## config.mk

```make
export PLATFORM = sky130hd
export DESIGN_NAME = pci_config_space_enumerator_flat
export DESIGN_NICKNAME = d
export VERILOG_FILES = /design/src/design/pce_pkg.sv /design/src/design/pce_if.sv /design/src/design/pce_step.sv /design/src/design/pce_outq.sv /design/src/design/pci_config_space_enumerator.sv /design/src/flat_wrapper.sv
export SDC_FILE = /design/constraint.sdc
export NUM_CORES = 1
export LEC_CHECK = 0
export ABC_AREA = 0
export ABC_CLOCK_PERIOD_IN_PS = 5770
export BUFFER_PORTS_ARGS = -buffer_cell sky130_fd_sc_hd__buf_2
export CAP_MARGIN = 5
export CORE_ASPECT_RATIO = 1.4
export CORE_UTILIZATION = 62
export CTS_BUF_LIST = sky130_fd_sc_hd__clkbuf_8 sky130_fd_sc_hd__clkbuf_16
export CTS_CLUSTER_DIAMETER = 120
export DETAILED_ROUTE_END_ITERATION = 7
export GPL_TIMING_DRIVEN = 0
export HOLD_SLACK_MARGIN = 0.12
export MAX_ROUTING_LAYER = met4
export PLACE_DENSITY_LB_ADDON = 0.1
export REMOVE_ABC_BUFFERS = 1
export SYNTH_ARGS = -nofsm -noshare
export SYNTH_HDL_FRONTEND = slang
export SYNTH_SLANG_ARGS = --single-unit
```

## constraint.sdc

```tcl
create_clock -name clk -period 5.77 [get_ports clk]
set_input_delay 0.577 -clock clk [delete_from_list [all_inputs] [get_ports clk]]
set_output_delay 0.577 -clock clk [all_outputs]
set_load 0.005 [all_outputs]
```

## src/design/pce_pkg.sv

```systemverilog
// Types, constants and record builders of the PCI config space enumerator.
package pce_pkg;

    localparam int MAX_DEVICES = 32;
    localparam int CAP_LIMIT   = 48;
    localparam int RES_MAX     = 3;

    localparam logic       CMD_START = 1'b0;
    localparam logic       CMD_COMPL = 1'b1;

    localparam logic       REG_BUS_FIRST = 1'b0;
    localparam logic       REG_BUS_LAST  = 1'b1;

    localparam logic [7:0]  CAP_ID_MSI   = 8'h05;
    localparam logic [7:0]  CAP_ID_MSIX  = 8'h11;
    localparam logic [7:0]  CAP_ID_PCIE  = 8'h10;
    localparam logic [7:0]  CAP_PTR_END  = 8'hFC;
    localparam logic [11:0] OFF_VENDOR   = 12'h000;
    localparam logic [11:0] OFF_DEVICE   = 12'h002;
    localparam logic [11:0] OFF_CLASS    = 12'h008;
    localparam logic [11:0] OFF_HDR      = 12'h00E;
    localparam logic [11:0] OFF_BAR0     = 12'h010;
    localparam logic [11:0] OFF_CAP_PTR  = 12'h034;
    localparam logic [15:0] VID_NONE     = 16'hFFFF;
    localparam logic [31:0] MEM_BAR_MASK = 32'hFFFF_FFF0;
    localparam logic [31:0] IO_BAR_MASK  = 32'hFFFF_FFFC;
    localparam logic [31:0] ALL_ONES     = 32'hFFFF_FFFF;
    localparam logic [2:0]  LAST_FUNC    = 3'd7;
    localparam logic [4:0]  LAST_SLOT    = 5'd31;
    localparam logic [2:0]  LAST_BAR     = 3'd5;

    typedef enum logic [2:0] {
        KIND_RD8  = 3'd0,
        KIND_RD16 = 3'd1,
        KIND_RD32 = 3'd2,
        KIND_WR32 = 3'd3,
        KIND_DEV  = 3'd4,
        KIND_BAR  = 3'd5,
        KIND_DONE = 3'd6
    } kind_t;

    typedef enum logic [10:0] {
        PH_IDLE    = 11'b000_0000_0001,
        PH_VEN0    = 11'b000_0000_0010,
        PH_HDR     = 11'b000_0000_0100,
        PH_VENF    = 11'b000_0000_1000,
        PH_DEVID   = 11'b000_0001_0000,
        PH_CLASS   = 11'b000_0010_0000,
        PH_BARORIG = 11'b000_0100_0000,
        PH_BARMASK = 11'b000_1000_0000,
        PH_CAPPTR  = 11'b001_0000_0000,
        PH_CAPID   = 11'b010_0000_0000,
        PH_CAPNEXT = 11'b100_0000_0000
    } phase_t;

    typedef struct packed {
        phase_t      phase;
        logic [7:0]  cur_bus;
        logic [4:0]  cur_slot;
        logic [2:0]  cur_func;
        logic        multi_func;
        logic [2:0]  bar_index;
        logic [31:0] bar_original;
        logic [31:0] ids_word;
        logic [31:0] class_word;
        logic [7:0]  cap_pointer;
        logic [5:0]  cap_steps;
        logic [7:0]  cap_msi;
        logic [7:0]  cap_msix;
        logic [7:0]  cap_pcie;
        logic [5:0]  found_count;
    } eng_state_t;

    localparam eng_state_t ST_RESET = '{phase: PH_IDLE, default: '0};

    typedef struct packed {
        kind_t       kind;
        logic [7:0]  bus_num;
        logic [4:0]  slot_num;
        logic [2:0]  func_num;
        logic [11:0] reg_offset;
        logic [31:0] data_word;
        logic [31:0] extra_word;
        logic [3:0]  bar_flag_bits;
        logic [7:0]  msi_offset;
        logic [7:0]  msix_offset;
        logic [7:0]  pcie_offset;
        logic        last;
    } result_t;

    typedef result_t [RES_MAX-1:0] res_arr_t;

    typedef struct packed {
        logic       en;
        logic [1:0] cnt;
    } q_load_t;

    function automatic result_t mk_access(kind_t kind, eng_state_t st,
                                          logic [11:0] off, logic [31:0] data);
        result_t r;
        r            = '0;
        r.kind       = kind;
        r.bus_num    = st.cur_bus;
        r.slot_num   = st.cur_slot;
        r.func_num   = st.cur_func;
        r.reg_offset = off;
        r.data_word  = data;
        return r;
    endfunction

    function automatic result_t mk_done(logic [5:0] count);
        result_t r;
        r           = '0;
        r.kind      = KIND_DONE;
        r.data_word = {26'd0, count};
        return r;
    endfunction

    function automatic result_t mk_dev(eng_state_t st);
        result_t r;
        r             = '0;
        r.kind        = KIND_DEV;
        r.bus_num     = st.cur_bus;
        r.slot_num    = st.cur_slot;
        r.func_num    = st.cur_func;
        r.data_word   = st.ids_word;
        r.extra_word  = st.class_word;
        r.msi_offset  = st.cap_msi;
        r.msix_offset = st.cap_msix;
        r.pcie_offset = st.cap_pcie;
        return r;
    endfunction

    function automatic result_t mk_bar(eng_state_t st, logic [11:0] off,
                                       logic [31:0] size, logic [3:0] flags);
        result_t r;
        r               = '0;
        r.kind          = KIND_BAR;
        r.bus_num       = st.cur_bus;
        r.slot_num      = st.cur_slot;
        r.func_num      = st.cur_func;
        r.reg_offset    = off;
        r.data_word     = st.bar_original;
        r.extra_word    = size;
        r.bar_flag_bits = flags;
        return r;
    endfunction

endpackage

```

## src/design/pce_if.sv

```systemverilog
// Handshake channels of the enumerator: request words in, result words out.
interface pce_req_if;
    logic        valid;
    logic        ready;
    logic        cmd;
    logic [31:0] read_data;

    modport source (output valid, cmd, read_data, input ready);
    modport sink   (input valid, cmd, read_data, output ready);
endinterface

interface pce_rsp_if import pce_pkg::*; ();
    logic        valid;
    logic        ready;
    kind_t       kind;
    logic [7:0]  bus_num;
    logic [4:0]  slot_num;
    logic [2:0]  func_num;
    logic [11:0] reg_offset;
    logic [31:0] data_word;
    logic [31:0] extra_word;
    logic [3:0]  bar_flag_bits;
    logic [7:0]  msi_offset;
    logic [7:0]  msix_offset;
    logic [7:0]  pcie_offset;
    logic        last;

    modport source (output valid, kind, bus_num, slot_num, func_num, reg_offset,
                    data_word, extra_word, bar_flag_bits, msi_offset, msix_offset,
                    pcie_offset, last, input ready);
    modport sink   (input valid, kind, bus_num, slot_num, func_num, reg_offset,
                    data_word, extra_word, bar_flag_bits, msi_offset, msix_offset,
                    pcie_offset, last, output ready);
endinterface

```

## src/design/pce_step.sv

```systemverilog
// Next-state and result logic of the enumeration engine for one request word.
module pce_step import pce_pkg::*;
(
    input  eng_state_t  st,
    input  logic [7:0]  bus_first,
    input  logic [7:0]  bus_last,
    input  logic        cmd,
    input  logic [31:0] read_data,
    output eng_state_t  nx,
    output res_arr_t    res,
    output logic [1:0]  cnt
);

    logic [15:0] v16;
    logic [7:0]  v8;
    logic [11:0] bar_off;
    logic [11:0] bar_off_nx;
    logic [31:0] bar_lsb;
    logic [31:0] bar_size;
    logic [3:0]  bar_flags;
    logic        do_cap;
    logic        do_nf;
    logic        do_ns;

    assign v16     = read_data[15:0];
    assign v8      = read_data[7:0];
    assign bar_off = OFF_BAR0 + {7'd0, st.bar_index, 2'b00};

    always_comb
    begin
        nx         = st;
        res        = '0;
        cnt        = 2'd0;
        do_cap     = 1'b0;
        do_nf      = 1'b0;
        do_ns      = 1'b0;
        bar_lsb    = '0;
        bar_size   = '0;
        bar_flags  = '0;
        bar_off_nx = bar_off;

        if (cmd == CMD_START)
        begin
            if (st.phase == PH_IDLE)
            begin
                nx.found_count = '0;
                nx.cur_bus     = bus_first;
                nx.cur_slot    = '0;
                nx.cur_func    = '0;
                nx.multi_func  = 1'b0;
                if (bus_first > bus_last)
                begin
                    res[cnt] = mk_done(6'd0);
                    cnt      = cnt + 2'd1;
                end
                else
                begin
                    nx.phase = PH_VEN0;
                    res[cnt] = mk_access(KIND_RD16, nx, OFF_VENDOR, '0);
                    cnt      = cnt + 2'd1;
                end
            end
        end
        else
        begin
            unique case (st.phase)
                PH_VEN0:
                begin
                    if (v16 == VID_NONE || v16 == '0)
                        do_ns = 1'b1;
                    else
                    begin
                        nx.phase = PH_HDR;
                        res[cnt] = mk_access(KIND_RD8, nx, OFF_HDR, '0);
                        cnt      = cnt + 2'd1;
                    end
                end
                PH_HDR:
                begin
                    nx.multi_func = v8[7];
                    nx.cur_func   = '0;
                    nx.phase      = PH_VENF;
                    res[cnt]      = mk_access(KIND_RD16, nx, OFF_VENDOR, '0);
                    cnt           = cnt + 2'd1;
                end
                PH_VENF:
                begin
                    if (v16 == VID_NONE || v16 == '0)
                        do_nf = 1'b1;
                    else
                    begin
                        nx.ids_word = {16'd0, v16};
                        nx.phase    = PH_DEVID;
                        res[cnt]    = mk_access(KIND_RD16, nx, OFF_DEVICE, '0);
                        cnt         = cnt + 2'd1;
                    end
                end
                PH_DEVID:
                begin
                    nx.ids_word = {v16, st.ids_word[15:0]};
                    nx.phase    = PH_CLASS;
                    res[cnt]    = mk_access(KIND_RD32, nx, OFF_CLASS, '0);
                    cnt         = cnt + 2'd1;
                end
                PH_CLASS:
                begin
                    nx.class_word = read_data;
                    nx.bar_index  = '0;
                    nx.phase      = PH_BARORIG;
                    res[cnt]      = mk_access(KIND_RD32, nx, OFF_BAR0, '0);
                    cnt           = cnt + 2'd1;
                end
                PH_BARORIG:
                begin
                    nx.bar_original = read_data;
                    nx.phase        = PH_BARMASK;
                    res[cnt]        = mk_access(KIND_WR32, nx, bar_off, ALL_ONES);
                    cnt             = cnt + 2'd1;
                    res[cnt]        = mk_access(KIND_RD32, nx, bar_off, '0);
                    cnt             = cnt + 2'd1;
                end
                PH_BARMASK:
                begin
                    if (read_data != '0 && read_data != ALL_ONES)
                    begin
                        if (!st.bar_original[0])
                        begin
                            bar_lsb   = read_data & MEM_BAR_MASK;
                            bar_flags = st.bar_original[3:0];
                        end
                        else
                        begin
                            bar_lsb   = read_data & IO_BAR_MASK;
                            bar_flags = {2'b00, st.bar_original[1:0]};
                        end
                        bar_size = ~bar_lsb + 32'd1;
                    end
                    res[cnt] = mk_access(KIND_WR32, st, bar_off, st.bar_original);
                    cnt      = cnt + 2'd1;
                    res[cnt] = mk_bar(st, bar_off, bar_size, bar_flags);
                    cnt      = cnt + 2'd1;
                    if (st.bar_index < LAST_BAR)
                    begin
                        nx.bar_index = st.bar_index + 3'd1;
                        nx.phase     = PH_BARORIG;
                        bar_off_nx   = OFF_BAR0 + {7'd0, nx.bar_index, 2'b00};
                        res[cnt]     = mk_access(KIND_RD32, nx, bar_off_nx, '0);
                        cnt          = cnt + 2'd1;
                    end
                    else
                    begin
                        nx.cap_steps = '0;
                        nx.cap_msi   = '0;
                        nx.cap_msix  = '0;
                        nx.cap_pcie  = '0;
                        nx.phase     = PH_CAPPTR;
                        res[cnt]     = mk_access(KIND_RD8, nx, OFF_CAP_PTR, '0);
                        cnt          = cnt + 2'd1;
                    end
                end
                PH_CAPPTR, PH_CAPNEXT:
                begin
                    nx.cap_pointer = v8;
                    do_cap         = 1'b1;
                end
                PH_CAPID:
                begin
                    if (v8 == CAP_ID_MSI)
                        nx.cap_msi = st.cap_pointer;
                    else if (v8 == CAP_ID_MSIX)
                        nx.cap_msix = st.cap_pointer;
                    else if (v8 == CAP_ID_PCIE)
                        nx.cap_pcie = st.cap_pointer;
                    nx.cap_steps = st.cap_steps + 6'd1;
                    nx.phase     = PH_CAPNEXT;
                    res[cnt]     = mk_access(KIND_RD8, nx,
                                             {4'd0, st.cap_pointer} + 12'd1, '0);
                    cnt          = cnt + 2'd1;
                end
                default:
                begin
                end
            endcase
        end

        if (do_cap)
        begin
            if (nx.cap_pointer != '0 && nx.cap_pointer < CAP_PTR_END &&
                nx.cap_steps < 6'(CAP_LIMIT))
            begin
                nx.phase = PH_CAPID;
                res[cnt] = mk_access(KIND_RD8, nx, {4'd0, nx.cap_pointer}, '0);
                cnt      = cnt + 2'd1;
            end
            else
            begin
                res[cnt]       = mk_dev(nx);
                cnt            = cnt + 2'd1;
                nx.found_count = nx.found_count + 6'd1;
                if (nx.found_count >= 6'(MAX_DEVICES))
                begin
                    res[cnt] = mk_done(nx.found_count);
                    cnt      = cnt + 2'd1;
                    nx.phase = PH_IDLE;
                end
                else
                    do_nf = 1'b1;
            end
        end

        if (do_nf)
        begin
            if (nx.multi_func && nx.cur_func < LAST_FUNC)
            begin
                nx.cur_func = nx.cur_func + 3'd1;
                nx.phase    = PH_VENF;
                res[cnt]    = mk_access(KIND_RD16, nx, OFF_VENDOR, '0);
                cnt         = cnt + 2'd1;
            end
            else
                do_ns = 1'b1;
        end

        if (do_ns)
        begin
            nx.cur_func   = '0;
            nx.multi_func = 1'b0;
            if (nx.cur_slot == LAST_SLOT && nx.cur_bus == bus_last)
            begin
                res[cnt] = mk_done(nx.found_count);
                cnt      = cnt + 2'd1;
                nx.phase = PH_IDLE;
            end
            else
            begin
                if (nx.cur_slot < LAST_SLOT)
                    nx.cur_slot = nx.cur_slot + 5'd1;
                else
                begin
                    nx.cur_bus  = nx.cur_bus + 8'd1;
                    nx.cur_slot = '0;
                end
                nx.phase = PH_VEN0;
                res[cnt] = mk_access(KIND_RD16, nx, OFF_VENDOR, '0);
                cnt      = cnt + 2'd1;
            end
        end

        if (cnt != 2'd0)
            res[cnt - 2'd1].last = 1'b1;
    end

endmodule

```

## src/design/pce_outq.sv

```systemverilog
// Three-entry result buffer that drains one result word per cycle while rsp is ready.
module pce_outq import pce_pkg::*;
(
    input  logic       clk,
    input  logic       rst_n,
    input  q_load_t    ld,
    input  res_arr_t   ld_res,
    output logic       can_load,
    pce_rsp_if.source  rsp
);

    res_arr_t   q_reg;
    res_arr_t   q_next;
    logic [1:0] cnt_reg;
    logic [1:0] cnt_next;
    logic       pop;

    assign pop      = rsp.valid && rsp.ready;
    assign can_load = (cnt_reg == 2'd0) || (cnt_reg == 2'd1 && rsp.ready);

    always_comb
    begin
        q_next   = q_reg;
        cnt_next = cnt_reg;
        if (pop)
        begin
            q_next[0] = q_reg[1];
            q_next[1] = q_reg[2];
            cnt_next  = cnt_reg - 2'd1;
        end
        if (ld.en)
        begin
            q_next   = ld_res;
            cnt_next = ld.cnt;
        end
    end

    always_ff @(posedge clk or negedge rst_n)
    begin
        if (!rst_n)
            cnt_reg <= '0;
        else
            cnt_reg <= cnt_next;
    end

    always_ff @(posedge clk)
    begin
        q_reg <= q_next;
    end

    assign rsp.valid         = cnt_reg != 2'd0;
    assign rsp.kind          = q_reg[0].kind;
    assign rsp.bus_num       = q_reg[0].bus_num;
    assign rsp.slot_num      = q_reg[0].slot_num;
    assign rsp.func_num      = q_reg[0].func_num;
    assign rsp.reg_offset    = q_reg[0].reg_offset;
    assign rsp.data_word     = q_reg[0].data_word;
    assign rsp.extra_word    = q_reg[0].extra_word;
    assign rsp.bar_flag_bits = q_reg[0].bar_flag_bits;
    assign rsp.msi_offset    = q_reg[0].msi_offset;
    assign rsp.msix_offset   = q_reg[0].msix_offset;
    assign rsp.pcie_offset   = q_reg[0].pcie_offset;
    assign rsp.last          = q_reg[0].last;

endmodule

```

## src/design/pci_config_space_enumerator.sv

```systemverilog
// Top level of the PCI config space enumerator.
//   channel | dir | handshake   | word
//   req     | in  | valid/ready | cmd, read_data
//   rsp     | out | valid/ready | access, device, BAR or done record
//   cfg     | in  | cfg_we      | cfg_index selects bus_first or bus_last
// A request word is held in the input register, then is decoded in one pass.
// Its 0 to 3 result words are buffered, then leave one per cycle while rsp is ready.
// Sustained rate: one word per cycle when each yields one result and rsp is ready; a word with
// more results waits while the single output port drains the result buffer to at most one entry.
// Reset leaves the engine idle with both bus registers at zero; stalls on rsp back up into req.
module pci_config_space_enumerator import pce_pkg::*;
(
    input  logic       clk,
    input  logic       rst_n,
    input  logic       cfg_we,
    input  logic       cfg_index,
    input  logic [7:0] cfg_data,
    pce_req_if.sink    req,
    pce_rsp_if.source  rsp
);

    logic [7:0]  bus_first_reg;
    logic [7:0]  bus_last_reg;
    logic        in_vld_reg;
    logic        in_vld_next;
    logic        cmd_reg;
    logic [31:0] data_reg;
    eng_state_t  st_reg;
    eng_state_t  st_next;
    eng_state_t  step_nx;
    res_arr_t    step_res;
    logic [1:0]  step_cnt;
    logic        can_load;
    logic        proc;
    logic        accept;
    q_load_t     ld;

    assign proc      = in_vld_reg && can_load;
    assign req.ready = !in_vld_reg || proc;
    assign accept    = req.valid && req.ready;
    assign ld.en     = proc;
    assign ld.cnt    = step_cnt;

    always_comb
    begin
        in_vld_next = in_vld_reg;
        if (accept)
            in_vld_next = 1'b1;
        else if (proc)
            in_vld_next = 1'b0;
        st_next = proc ? step_nx : st_reg;
    end

    always_ff @(posedge clk or negedge rst_n)
    begin
        if (!rst_n)
        begin
            bus_first_reg <= '0;
            bus_last_reg  <= '0;
            in_vld_reg    <= 1'b0;
            st_reg        <= ST_RESET;
        end
        else
        begin
            if (cfg_we && cfg_index == REG_BUS_FIRST)
                bus_first_reg <= cfg_data;
            if (cfg_we && cfg_index == REG_BUS_LAST)
                bus_last_reg <= cfg_data;
            in_vld_reg <= in_vld_next;
            st_reg     <= st_next;
        end
    end

    always_ff @(posedge clk)
    begin
        if (accept)
        begin
            cmd_reg  <= req.cmd;
            data_reg <= req.read_data;
        end
    end

    pce_step u_step
    (
        .st        (st_reg),
        .bus_first (bus_first_reg),
        .bus_last  (bus_last_reg),
        .cmd       (cmd_reg),
        .read_data (data_reg),
        .nx        (step_nx),
        .res       (step_res),
        .cnt       (step_cnt)
    );

    pce_outq u_outq
    (
        .clk      (clk),
        .rst_n    (rst_n),
        .ld       (ld),
        .ld_res   (step_res),
        .can_load (can_load),
        .rsp      (rsp)
    );

endmodule

```

## src/flat_wrapper.sv

```systemverilog
// flat-port wrapper written by rule: the top's interface ports become plain ports
module pci_config_space_enumerator_flat import pce_pkg::*;
  (clk, rst_n, cfg_we, cfg_index, cfg_data, req_valid, req_cmd, req_read_data, req_ready, rsp_valid, rsp_kind, rsp_bus_num, rsp_slot_num, rsp_func_num, rsp_reg_offset, rsp_data_word, rsp_extra_word, rsp_bar_flag_bits, rsp_msi_offset, rsp_msix_offset, rsp_pcie_offset, rsp_last, rsp_ready);
  pce_req_if req_i ();
  pce_rsp_if rsp_i ();
  input  logic clk;
  input  logic rst_n;
  input  logic cfg_we;
  input  logic cfg_index;
  input  logic [7:0] cfg_data;
  input wire logic [$bits(req_i.valid)-1:0] req_valid;
  input wire logic [$bits(req_i.cmd)-1:0] req_cmd;
  input wire logic [$bits(req_i.read_data)-1:0] req_read_data;
  output wire logic [$bits(req_i.ready)-1:0] req_ready;
  output wire logic [$bits(rsp_i.valid)-1:0] rsp_valid;
  output wire logic [$bits(rsp_i.kind)-1:0] rsp_kind;
  output wire logic [$bits(rsp_i.bus_num)-1:0] rsp_bus_num;
  output wire logic [$bits(rsp_i.slot_num)-1:0] rsp_slot_num;
  output wire logic [$bits(rsp_i.func_num)-1:0] rsp_func_num;
  output wire logic [$bits(rsp_i.reg_offset)-1:0] rsp_reg_offset;
  output wire logic [$bits(rsp_i.data_word)-1:0] rsp_data_word;
  output wire logic [$bits(rsp_i.extra_word)-1:0] rsp_extra_word;
  output wire logic [$bits(rsp_i.bar_flag_bits)-1:0] rsp_bar_flag_bits;
  output wire logic [$bits(rsp_i.msi_offset)-1:0] rsp_msi_offset;
  output wire logic [$bits(rsp_i.msix_offset)-1:0] rsp_msix_offset;
  output wire logic [$bits(rsp_i.pcie_offset)-1:0] rsp_pcie_offset;
  output wire logic [$bits(rsp_i.last)-1:0] rsp_last;
  input wire logic [$bits(rsp_i.ready)-1:0] rsp_ready;
  assign req_i.valid = req_valid;
  assign req_i.cmd = req_cmd;
  assign req_i.read_data = req_read_data;
  assign req_ready = req_i.ready;
  assign rsp_valid = rsp_i.valid;
  assign rsp_kind = rsp_i.kind;
  assign rsp_bus_num = rsp_i.bus_num;
  assign rsp_slot_num = rsp_i.slot_num;
  assign rsp_func_num = rsp_i.func_num;
  assign rsp_reg_offset = rsp_i.reg_offset;
  assign rsp_data_word = rsp_i.data_word;
  assign rsp_extra_word = rsp_i.extra_word;
  assign rsp_bar_flag_bits = rsp_i.bar_flag_bits;
  assign rsp_msi_offset = rsp_i.msi_offset;
  assign rsp_msix_offset = rsp_i.msix_offset;
  assign rsp_pcie_offset = rsp_i.pcie_offset;
  assign rsp_last = rsp_i.last;
  assign rsp_i.ready = rsp_ready;
  pci_config_space_enumerator u_core (.clk(clk), .rst_n(rst_n), .cfg_we(cfg_we), .cfg_index(cfg_index), .cfg_data(cfg_data), .req(req_i), .rsp(rsp_i));
endmodule
```

* After elaboration in Yosys (flattened, before gate mapping)
Cells that the tools add are included.
** Word-level totals
- Flip-flop bits (word level) :: 595
- Input port bits :: 47
- Word-level logic and storage cells :: 260
** Cells by class
- Add/subtract/negate cells :: 16
- $lt $le $gt $ge :: 17
- Equality and inequality tests :: 20
- Mux-type cells :: 114
- Bitwise gates (word level) :: 2
- Reductions and logical operators :: 34
** Operator list (count)
- 372-bit 2-to-1 mux :: 8
- 372-bit bitwise mux :: 7
- 124-bit demux with 2-bit select :: 5
- 124-bit 2-to-1 mux :: 8
- 123-bit case mux with 8 select lines :: 1
- 248-bit 2-to-1 mux :: 3
- 124-bit case mux with 2 select lines :: 1
- 32-bit 2-to-1 mux :: 6
- 123-bit 2-to-1 mux :: 1
- 122-bit 2-to-1 mux :: 1
- 121-bit 2-to-1 mux :: 1
- 102-bit 2-to-1 mux :: 1
- 11-bit 2-to-1 mux :: 9
- 11-bit case mux with 8 select lines :: 1
- 8-bit 2-to-1 mux :: 8
- 32-bit case mux with 2 select lines :: 1
- 30-bit case mux with 2 select lines :: 1
- 28-bit 2-to-1 mux :: 2
- 32-bit by 1-bit adder with 32-bit output (second input constant) :: 1
- 32-bit inequality test (second input constant) :: 1
- 32-bit inverter :: 1
- 32-bit nonzero test :: 1
- 30-bit 2-to-1 mux :: 1
- 13-bit 2-to-1 mux :: 2
- 56 further kinds :: 131

* Depth between registers and ports, before layout
Gate-level depths: netlist of the first run.
- Word-level depth :: 24
- Depth in mapped cells :: 21

* Modules after synthesis
From an unflattened synthesis of the first run, not the netlist that was laid out.
** Second synthesis, totals
- Cell total of the unflattened synthesis :: 2943
- Area, all modules :: 33771.1 sq um
** By module, submodules not included
- pce_outq :: instances 1, cells each 789, area each 15183.3 sq um, sequential area each 11220.8 sq um
- pce_step :: instances 1, cells each 1720, area each 10287.4 sq um, sequential area each 0.0 sq um
- pci_config_space_enumerator :: instances 1, cells each 434, area each 8300.5 sq um, sequential area each 5696.7 sq um

* Least setup slack after synthesis of the first run
OpenSTA, ideal clock, no wires.
- Path kind :: flip-flop to flip-flop
- Start :: register u_core.u_outq.cnt_reg[0]
- End :: register u_core.u_outq.q_reg[235] (netlist name), data pin
- Setup time :: 0.446 ns
- Data arrival time :: 4.825 ns
- Required time :: 5.324 ns
- Slack :: 0.498 ns
- Stages on the path, launching flop included :: 10
- Buffers on the path :: 3
- Period minus slack after synthesis :: 5.272 ns
- Cells stage by stage :: dfrtp_1 > inv_1 > ha_1 > a21oi_1 > nand2b_1 > clkbuf_1 > clkinv_1 > clkbuf_1 > clkbuf_1 > a31oi_1
** RTL lines
- start: declaration :: RTL line pce_outq.sv:14 : logic [1:0] cnt_reg;
- start signal: assignment :: RTL line pce_outq.sv:43 : cnt_reg <= cnt_next;
- end signal: assignment :: RTL line pce_outq.sv:48 : q_reg <= q_next;
- end: declaration :: RTL line pce_outq.sv:12 : res_arr_t q_reg;

==> results of run 1 <==
timing repair:
| action | 4_1_cts | 5_1_grt |
|---|---|---|
| endpoints found under the hold margin | 98 | 1 |
| setup endpoints to repair | 331 | 288 |
| hold buffers | 2 | 1 |
| setup buffers | 50 | 19 |
| pin swaps | 5 | 6 |
| resized for setup | 27 | 7 |
| cloned | 3 | 0 |
cells in the mapped netlist (16+ instances only):
master and number:
sky130_fd_sc_hd__nand2_1 417, sky130_fd_sc_hd__edfxtp_1 390, sky130_fd_sc_hd__o21ai_0 279, sky130_fd_sc_hd__nor2_1 265, sky130_fd_sc_hd__dfrtp_1 189, sky130_fd_sc_hd__clkbuf_1 149
sky130_fd_sc_hd__buf_4 131, sky130_fd_sc_hd__a21oi_1 110, sky130_fd_sc_hd__mux2_2 93, sky130_fd_sc_hd__o21ai_1 54, sky130_fd_sc_hd__mux2i_1 53, sky130_fd_sc_hd__o31ai_1 45
sky130_fd_sc_hd__nand3_1 43, sky130_fd_sc_hd__inv_1 38, sky130_fd_sc_hd__nor3_1 38, sky130_fd_sc_hd__a22oi_1 35, sky130_fd_sc_hd__xor2_1 35, sky130_fd_sc_hd__a32oi_1 30
sky130_fd_sc_hd__and2_1 30, sky130_fd_sc_hd__xnor2_1 30, sky130_fd_sc_hd__a22o_1 29, sky130_fd_sc_hd__ha_1 29, sky130_fd_sc_hd__buf_2 25, sky130_fd_sc_hd__nand4_1 25
sky130_fd_sc_hd__a221oi_1 23, sky130_fd_sc_hd__o22ai_1 22, sky130_fd_sc_hd__or3_1 20, sky130_fd_sc_hd__o211ai_1 17, sky130_fd_sc_hd__a31oi_1 16
cells by family after synthesis:
family / synth area share [%]
adders and majority gates: 1.21
DFF: 55.1
buffers and inverters: 6.34
xor gates and xnor gates: 1.91
other: 0.0126
AOI/OAI and AO/OA: 15.8
muxes: 5.28
and+or+nand+nor: 14.3
worst max path at each step:
stage / slack, ns / to / cells past startpoint / from
floorplan: -11.06 / u_core.st_reg[44] / 7 / u_core.u_outq.cnt_reg[0]
global placement: -21.23 / u_core.u_outq.q_reg[229] / 7 / rsp_ready
detailed placement: -2.24 / u_core.u_outq.rsp.msix_offset[6] / 18 / u_core.data_reg[6]
CTS: 0.003 / u_core.u_outq.q_reg[284] / 18 / u_core.st_reg[167]
global route: -0.01 / u_core.u_outq.q_reg[314] / 18 / u_core.data_reg[9]
finish: 0.15 / u_core.u_outq.rsp.kind[0] / 14 / u_core.st_reg[167]
placed cells by master (no fill, tap or decap), drive strengths merged, types with 13 or more instances in the layout:
cell type and count:
mux2 93, mux2i 53, o31ai 45, o211ai 18, clkinv 21, nand2 424, o22ai 22, nand4 28
and3 14, nand2b 15, a21oi 114, a31oi 16, o21ai 340, buf 270, a22o 29, clkbuf 63
nor3 42, and2 32, edfxtp 390, nor4 16, or3 20, nand3 44, a32oi 30, a22oi 35
dfrtp 189, a221oi 23, inv 51, nor2 265, xnor2 30, or4 13, xor2 35, ha 29
through the flow:
step / worst slack, ns / instance area, µm²
final: 0.154 / 33200
after global routing: -0.0117 / 33200
after CTS: 0.00307 / 33000
after detailed placement: -2.24 / 30500
after global placement: -21.23 / 29800
after floorplan: -11.06 / 28100
metal layers:
metal	track usage (%)	share of wire, %
met1	45.6	37
met2	60.9	49
met3	5.70	8.6
met4	18.9	5.4
met5	-	0
worst register-to-register path, stage by stage, from the launching register on:
cell	delay [ns]
sky130_fd_sc_hd__dfrtp_1	0.61
sky130_fd_sc_hd__or4_4	0.71
sky130_fd_sc_hd__nor4_4	0.62
sky130_fd_sc_hd__a311oi_1	0.26
sky130_fd_sc_hd__a21o_1	0.30
sky130_fd_sc_hd__a221o_1	0.34
sky130_fd_sc_hd__a21oi_1	0.25
sky130_fd_sc_hd__nor2_1	0.12
sky130_fd_sc_hd__ha_1	0.32
sky130_fd_sc_hd__o2bb2ai_1	0.25
sky130_fd_sc_hd__ha_1	0.30
sky130_fd_sc_hd__o21ai_2	0.31
sky130_fd_sc_hd__nand2_1	0.33
sky130_fd_sc_hd__o31ai_1	0.48
sky130_fd_sc_hd__o21ai_0	0.16
area by class of cell:
type	instances	area (µm²)
Tap cell	624	781
Clock inverter	38	358
Multi-Input combinational cell	1942	11800
Sequential cell	580	16500
Clock buffer	63	1480
Fill cell	3537	14100
Inverter	40	155
Timing Repair Buffer	273	2100
where the power goes:
group	switching, mW	internal [mW]
Combinational	3.14	1.59
Clock	1.60	2.10
Sequential	0.543	6.23
Total	5.28	9.91
==> flow_summary_export.csv, run 1 <==
group,metric,value,unit
yosys,yosysTopAreaCell,"sky130_fd_sc_hd__edfxtp_1",
die,start_util,63.2,%
clocking,htree_num_levels,2,
yosys,synthTopCellsByArea,"sky130_fd_sc_hd__edfxtp_1 39%, sky130_fd_sc_hd__dfrtp_1 16%, sky130_fd_sc_hd__nand2_1 5.2%, sky130_fd_sc_hd__o21ai_0 4.7%, sky130_fd_sc_hd__mux2_2 3.5%",
drt,antenna_violating_nets_left,0,
layout,signed_area_change_from_the_synthesized_netlist_to_the_final_layout,11.0,%
worst_setup_path,timing.critical_path.fanout_max,16,
die,die-area,49100,µm²
sta,final-max-slew-violation-count,0,
min_path,worst_hold_path_type,"in -> reg",
worst_setup_path,cp_slowest_cell,"sky130_fd_sc_hd__or4_4",
global_routing,globalRouteTotalUtil,37.4,%
worst_setup_path,timing.critical_path.mode_cell,"sky130_fd_sc_hd__ha_1",
layout,share_of_cells_above_drive_strength_1,18.4,%
yosys,synth-seq-cells,580,
sta,finalCriticalPeriod,5.62,ns
layout,antenna_cells_inserted,0,
drt,vias_per_cell,6.64,
yosys,yosys.area.top_type_share,39.2,%
yosys,synth_area,29900,µm²
drt,route.vias.total,23700,
global_routing,number_of_antenna_violations_at_the_first_check_in_global_routing,0,
worst_setup_path,worstPathCellList,"or4_4, nor4_4, a311oi_1, a21o_1, a221o_1, a21oi_1, nor2_1, ha_1, o2bb2ai_1, ha_1, o21ai_2, nand2_1, o31ai_1, o21ai_0",
layout,final_core_occ,70.2,%
min_path,whs_path_depth,1,
drt,post_drt_wl_per_cell,25.1,µm
yosys,synthesis.instances,2877,
die,core_region_area,47300,µm²
global_routing,wire_length_of_the_first_global_routing_pass,136000,µm
yosys,asyncSetResetFlopFracSynth,32.8,%
power_and_ir_drop,p_total,15.2,mW
layout,final_cell_count_no_fill,3560,
layout,layout.nets,2967,
sta,setup-tns-final,0,ns
sta,number_of_failing_hold_endpoints_at_the_final_stage,0,
worst_setup_path,worst_r2r_endpoint,"u_core.u_outq.rsp.kind[0]",
die,num_rows,94,
outcome,outcome,"finished clean",
global_routing,grt-ovfl-total,0,
layout,largest_reg_flops,236,
flow_run,maximum_capacitance_violations,0,
global_routing,grt_start_max_net_pins,112,
power_and_ir_drop,power_density,458,nW/µm²
power_and_ir_drop,vdd_ir_drop_max,1.06,mV
worst_setup_path,timing.critical_path.to_type,"flop",
worst_setup_path,cp.required,6.12,ns
clocking,ctsLongestPathBuffers,3,
yosys,synth_warnings,0,
sta,max_freq,0.178,GHz
worst_setup_path,critical-path-top-delay-family,"compound AO/OA/AOI/OAI gates",
worst_setup_path,critical_path.n_buffers_inverters,0,
clocking,cts_tree,"yes",
global_routing,first_global_vias,22900,
clocking,numCtsBuffers,54,
die,io_pins,173,
sta,setup_viol,0,
worst_setup_path,rrSetupSlack,0.15,ns
yosys,yosysSeqAreaShare,55.1,%
yosys,synth.avg_cell_area,10.4,µm²
worst_setup_path,criticalPathCategory,"reg -> reg",
place,finalWeightedCongestion,0.949,
place,io_buffers,169,
clocking,cts-root-buf,"sky130_fd_sc_hd__clkbuf_16",
yosys,synthFlopType,"sky130_fd_sc_hd__edfxtp_1",
sta,relSlewSlack,15.0,%
place,dp_cells,3384,
drt,drcViolationCount,0,
drt,number_of_detailed_routing_iterations_run_before_antenna_repair,6,
sta,clock_skew,0.0122,ns
clocking,cts.sinks,580,
worst_setup_path,startpoint_type,"flop",
min_path,worst_hold_startpoint,"req_read_data[12]",
drt,initialDrtViolationCount,2669,
drt,drt-total-wl,89300,µm
clocking,worst_skew_pair.late_latency,0.62,ns
yosys,netlist-cell-type-count,90,
clocking,worst_setup_hold_path_clk_slew,0.07,ns
die,floorplan.die.height,262,µm
worst_setup_path,critPathMaxStageDelay,0.71,ns
sta,worst_pin_slew,1.27,ns
worst_setup_path,number_of_cell_instances_on_the_worst_register_to_register_path,14,
place,dpl.hpwl,55900,µm
min_path,whs_endpoint,"u_core.data_reg[12]",
sta,worst_hold_slack,0.134,ns
worst_setup_path,worst-endpoint-arrival,5.97,ns
yosys,synth_edf_count,390,
sta,period_share,97.3,%
worst_setup_path,worstReg2RegStart,"u_core.st_reg[167]",
power_and_ir_drop,lkg_pwr,12.9,nW
die,floorplan.die.width,188,µm
No activity file was read; power rests on OpenSTA's default activity.
==> run 2, diff against run 1 <==
CELL_PAD_IN_SITES_DETAIL_PLACEMENT = 0   (was not set)
CELL_PAD_IN_SITES_GLOBAL_PLACEMENT = 1   (was not set)
CORE_UTILIZATION = 49   (was 62)
==> flow_summary_export.csv, run 2 (same netlist as run 1, synthesis figures left out) <==
group,metric,value,unit
outcome,outcome,"finished clean",
sta,finalCriticalPeriod,5.64,ns
layout,largest_reg_flops,236,
die,floorplan.die.width,211,µm
die,core_region_area,59900,µm²
global_routing,number_of_antenna_violations_at_the_first_check_in_global_routing,0,
layout,mostFrequentLayoutCells,"412 x sky130_fd_sc_hd__nand2_1, 390 x sky130_fd_sc_hd__edfxtp_1, 278 x sky130_fd_sc_hd__o21ai_0, 256 x sky130_fd_sc_hd__nor2_1, 189 x sky130_fd_sc_hd__dfrtp_1",
drt,vias_per_cell,6.06,
clocking,cts-root-buf,"sky130_fd_sc_hd__clkbuf_16",
clocking,cts_tree,"yes",
worst_setup_path,startpoint_type,"flop",
flow_run,maximum_capacitance_violations,0,
die,io_pins,173,
sta,final_critical_path_setup_slack,0.126,ns
worst_setup_path,criticalPathCategory,"reg -> reg",
layout,final_core_occ,56.5,%
sta,number_of_failing_hold_endpoints_at_the_final_stage,0,
global_routing,grt_start_max_net_pins,103,
min_path,worst_hold_path_type,"in -> reg",
drt,drcViolationCount,0,
clocking,cts.sinks,580,
drt,post_drt_wl_per_cell,24.8,µm
clocking,ctsLongestPathBuffers,3,
drt,number_of_detailed_routing_iterations_run_before_antenna_repair,7,
die,floorplan.die.height,294,µm
layout,mostFrequentLayoutCell,"sky130_fd_sc_hd__nand2_1",
place,place_worst_setup_slack,-2.06,ns
drt,initialDrtViolationCount,1984,
worst_setup_path,worstPathCellList,"buf_16, buf_16, or4b_1, nor3_4, buf_8, a211o_2, ha_2, nor3_1, a221o_1, a21oi_1, nor2_2, ha_1, o2bb2ai_1, ha_1, o21ai_2, nor2_2, nor3_1, o21ai_0",
worst_setup_path,worst-endpoint-arrival,5.99,ns
power_and_ir_drop,vdd_ir_drop_max,0.470,mV
sta,relSlewSlack,10.9,%
power_and_ir_drop,power_density,454,nW/µm²
die,start_util,49.8,%
clocking,htree_num_levels,2,
power_and_ir_drop,lkg_pwr,13.1,nW
layout,num-fill-cells,5338,
global_routing,first_global_vias,22500,
global_routing,globalRouteTotalUtil,31.1,%
worst_setup_path,critical-path-top-delay-family,"compound AO/OA/AOI/OAI gates",
global_routing,grt-ovfl-total,0,
clocking,worst_skew_pair.late_latency,0.63,ns
layout,antenna_cells_inserted,0,
sta,max_freq,0.177,GHz
layout,multiInputGateArea,11900,µm²
worst_setup_path,critical_path.n_buffers_inverters,3,
sta,clock_skew,0.0203,ns
worst_setup_path,timing.critical_path.fanout_max,25,
sta,period_share,97.8,%
sta,setup_viol,0,
place,finalWeightedCongestion,0.917,
clocking,numCtsBuffers,59,
drt,antenna_violating_nets_left,0,
worst_setup_path,cp_slowest_cell,"sky130_fd_sc_hd__or4b_1",
sta,rsz0062_at_grt,"no",
die,num_rows,106,
layout,flip_flop_and_latch_area,16500,µm²
sta,final-max-slew-violation-count,0,
sta,worst_hold_slack,0.145,ns
worst_setup_path,critPathMaxStageDelay,0.63,ns
worst_setup_path,cp.required,6.11,ns
global_routing,wire_length_of_the_first_global_routing_pass,141000,µm
layout,signed_area_change_from_the_synthesized_netlist_to_the_final_layout,13.4,%
worst_setup_path,timing.critical_path.to_type,"flop",
layout,layout.nets,2994,
clocking,worst_setup_hold_path_clk_slew,0.06,ns
layout,share_of_cells_above_drive_strength_1,18.4,%
power_and_ir_drop,p_total,15.4,mW
place,dpl.hpwl,59500,µm
sta,worst_pin_slew,1.33,ns
sta,setup-tns-final,0,ns
drt,route.vias.total,22900,
die,die-area,62000,µm²
place,io_buffers,169,
drt,drt-total-wl,93800,µm
==> run 2: cell types whose count changed in the layout (fill, tap and decap cells not counted), sizes merged, moves of 2 or more <==
cell,delta
dlygate4sd3,+27
inv,+9
clkinvlp,+3
bufinv,-2
clkbuf,+2
buf,-4
==> run 2: area by class of cell <==
class	count	area share, %
Multi-Input combinational cell	1940	35.0
Sequential cell	580	48.6
Clock inverter	47	1.03
Timing Repair Buffer	297	7.32
Clock buffer	64	4.60
Inverter	40	0.458
Tap cell	810	2.99
==> run 2: report_power, final <==
group / total (mW) / internal (mW) / switching (mW)
registers: 6.80 / 6.23 / 0.565
clock network: 3.83 / 2.12 / 1.71
logic: 4.74 / 1.60 / 3.14
total: 15.4 / 9.96 / 5.41
==> run 2: worst paths after layout <==
kind                                        start                        end  slack [ns]  depth (start not counted)
worst max-delay path               u_core.cmd_reg  u_core.u_outq.rsp.kind[1]        0.13                         18
worst min-delay path                    req_valid          u_core.in_vld_reg        0.15                          2
worst max register to register     u_core.cmd_reg  u_core.u_outq.rsp.kind[1]        0.13                         18
worst min register to register  u_core.st_reg[80]          u_core.st_reg[80]        0.47                          2
max in group asynchronous                   rst_n          u_core.st_reg[70]        4.18                          4
min in group asynchronous                   rst_n     u_core.bus_last_reg[5]        0.34                          2
==> run 2: worst register-to-register path: cells and delay by family (launching register included) <==
kind / cells / cell delay [ns]
DFF: 1 / 0.48
and+or+nand+nor: 6 / 1.59
AOI/OAI and AO/OA: 6 / 1.79
adders and majority gates: 3 / 0.91
buffers and inverters: 3 / 0.60
==> run 2: through the flow <==
| stage | area (µm²) | cells |
|---|---|---|
| 2_1_floorplan | 28100 | 2559 |
| 3_3_place_gp | 30000 | 3538 |
| 3_5_place_dp | 30900 | 3574 |
| 4_1_cts | 33600 | 3760 |
| 5_1_grt | 33900 | 3778 |
| 6_report | 33900 | 3778 |
==> run 2: repair_timing <==
item,4_1_cts,5_1_grt
hold buffers,30,0
pin swaps,6,0
gates resized for setup,26,13
setup buffers,44,17
endpoints found under the hold margin,138,0
cloned,1,0
setup endpoints to repair,333,236
==> run 2: routing by layer <==
| metal | routed length [µm] | GRT usage, % |
|---|---|---|
| met1 | 38300 | 38.7 |
| met2 | 47200 | 52.2 |
| met3 | 4920 | 3.49 |
| met4 | 3440 | 11.5 |
| met5 | 0 | - |
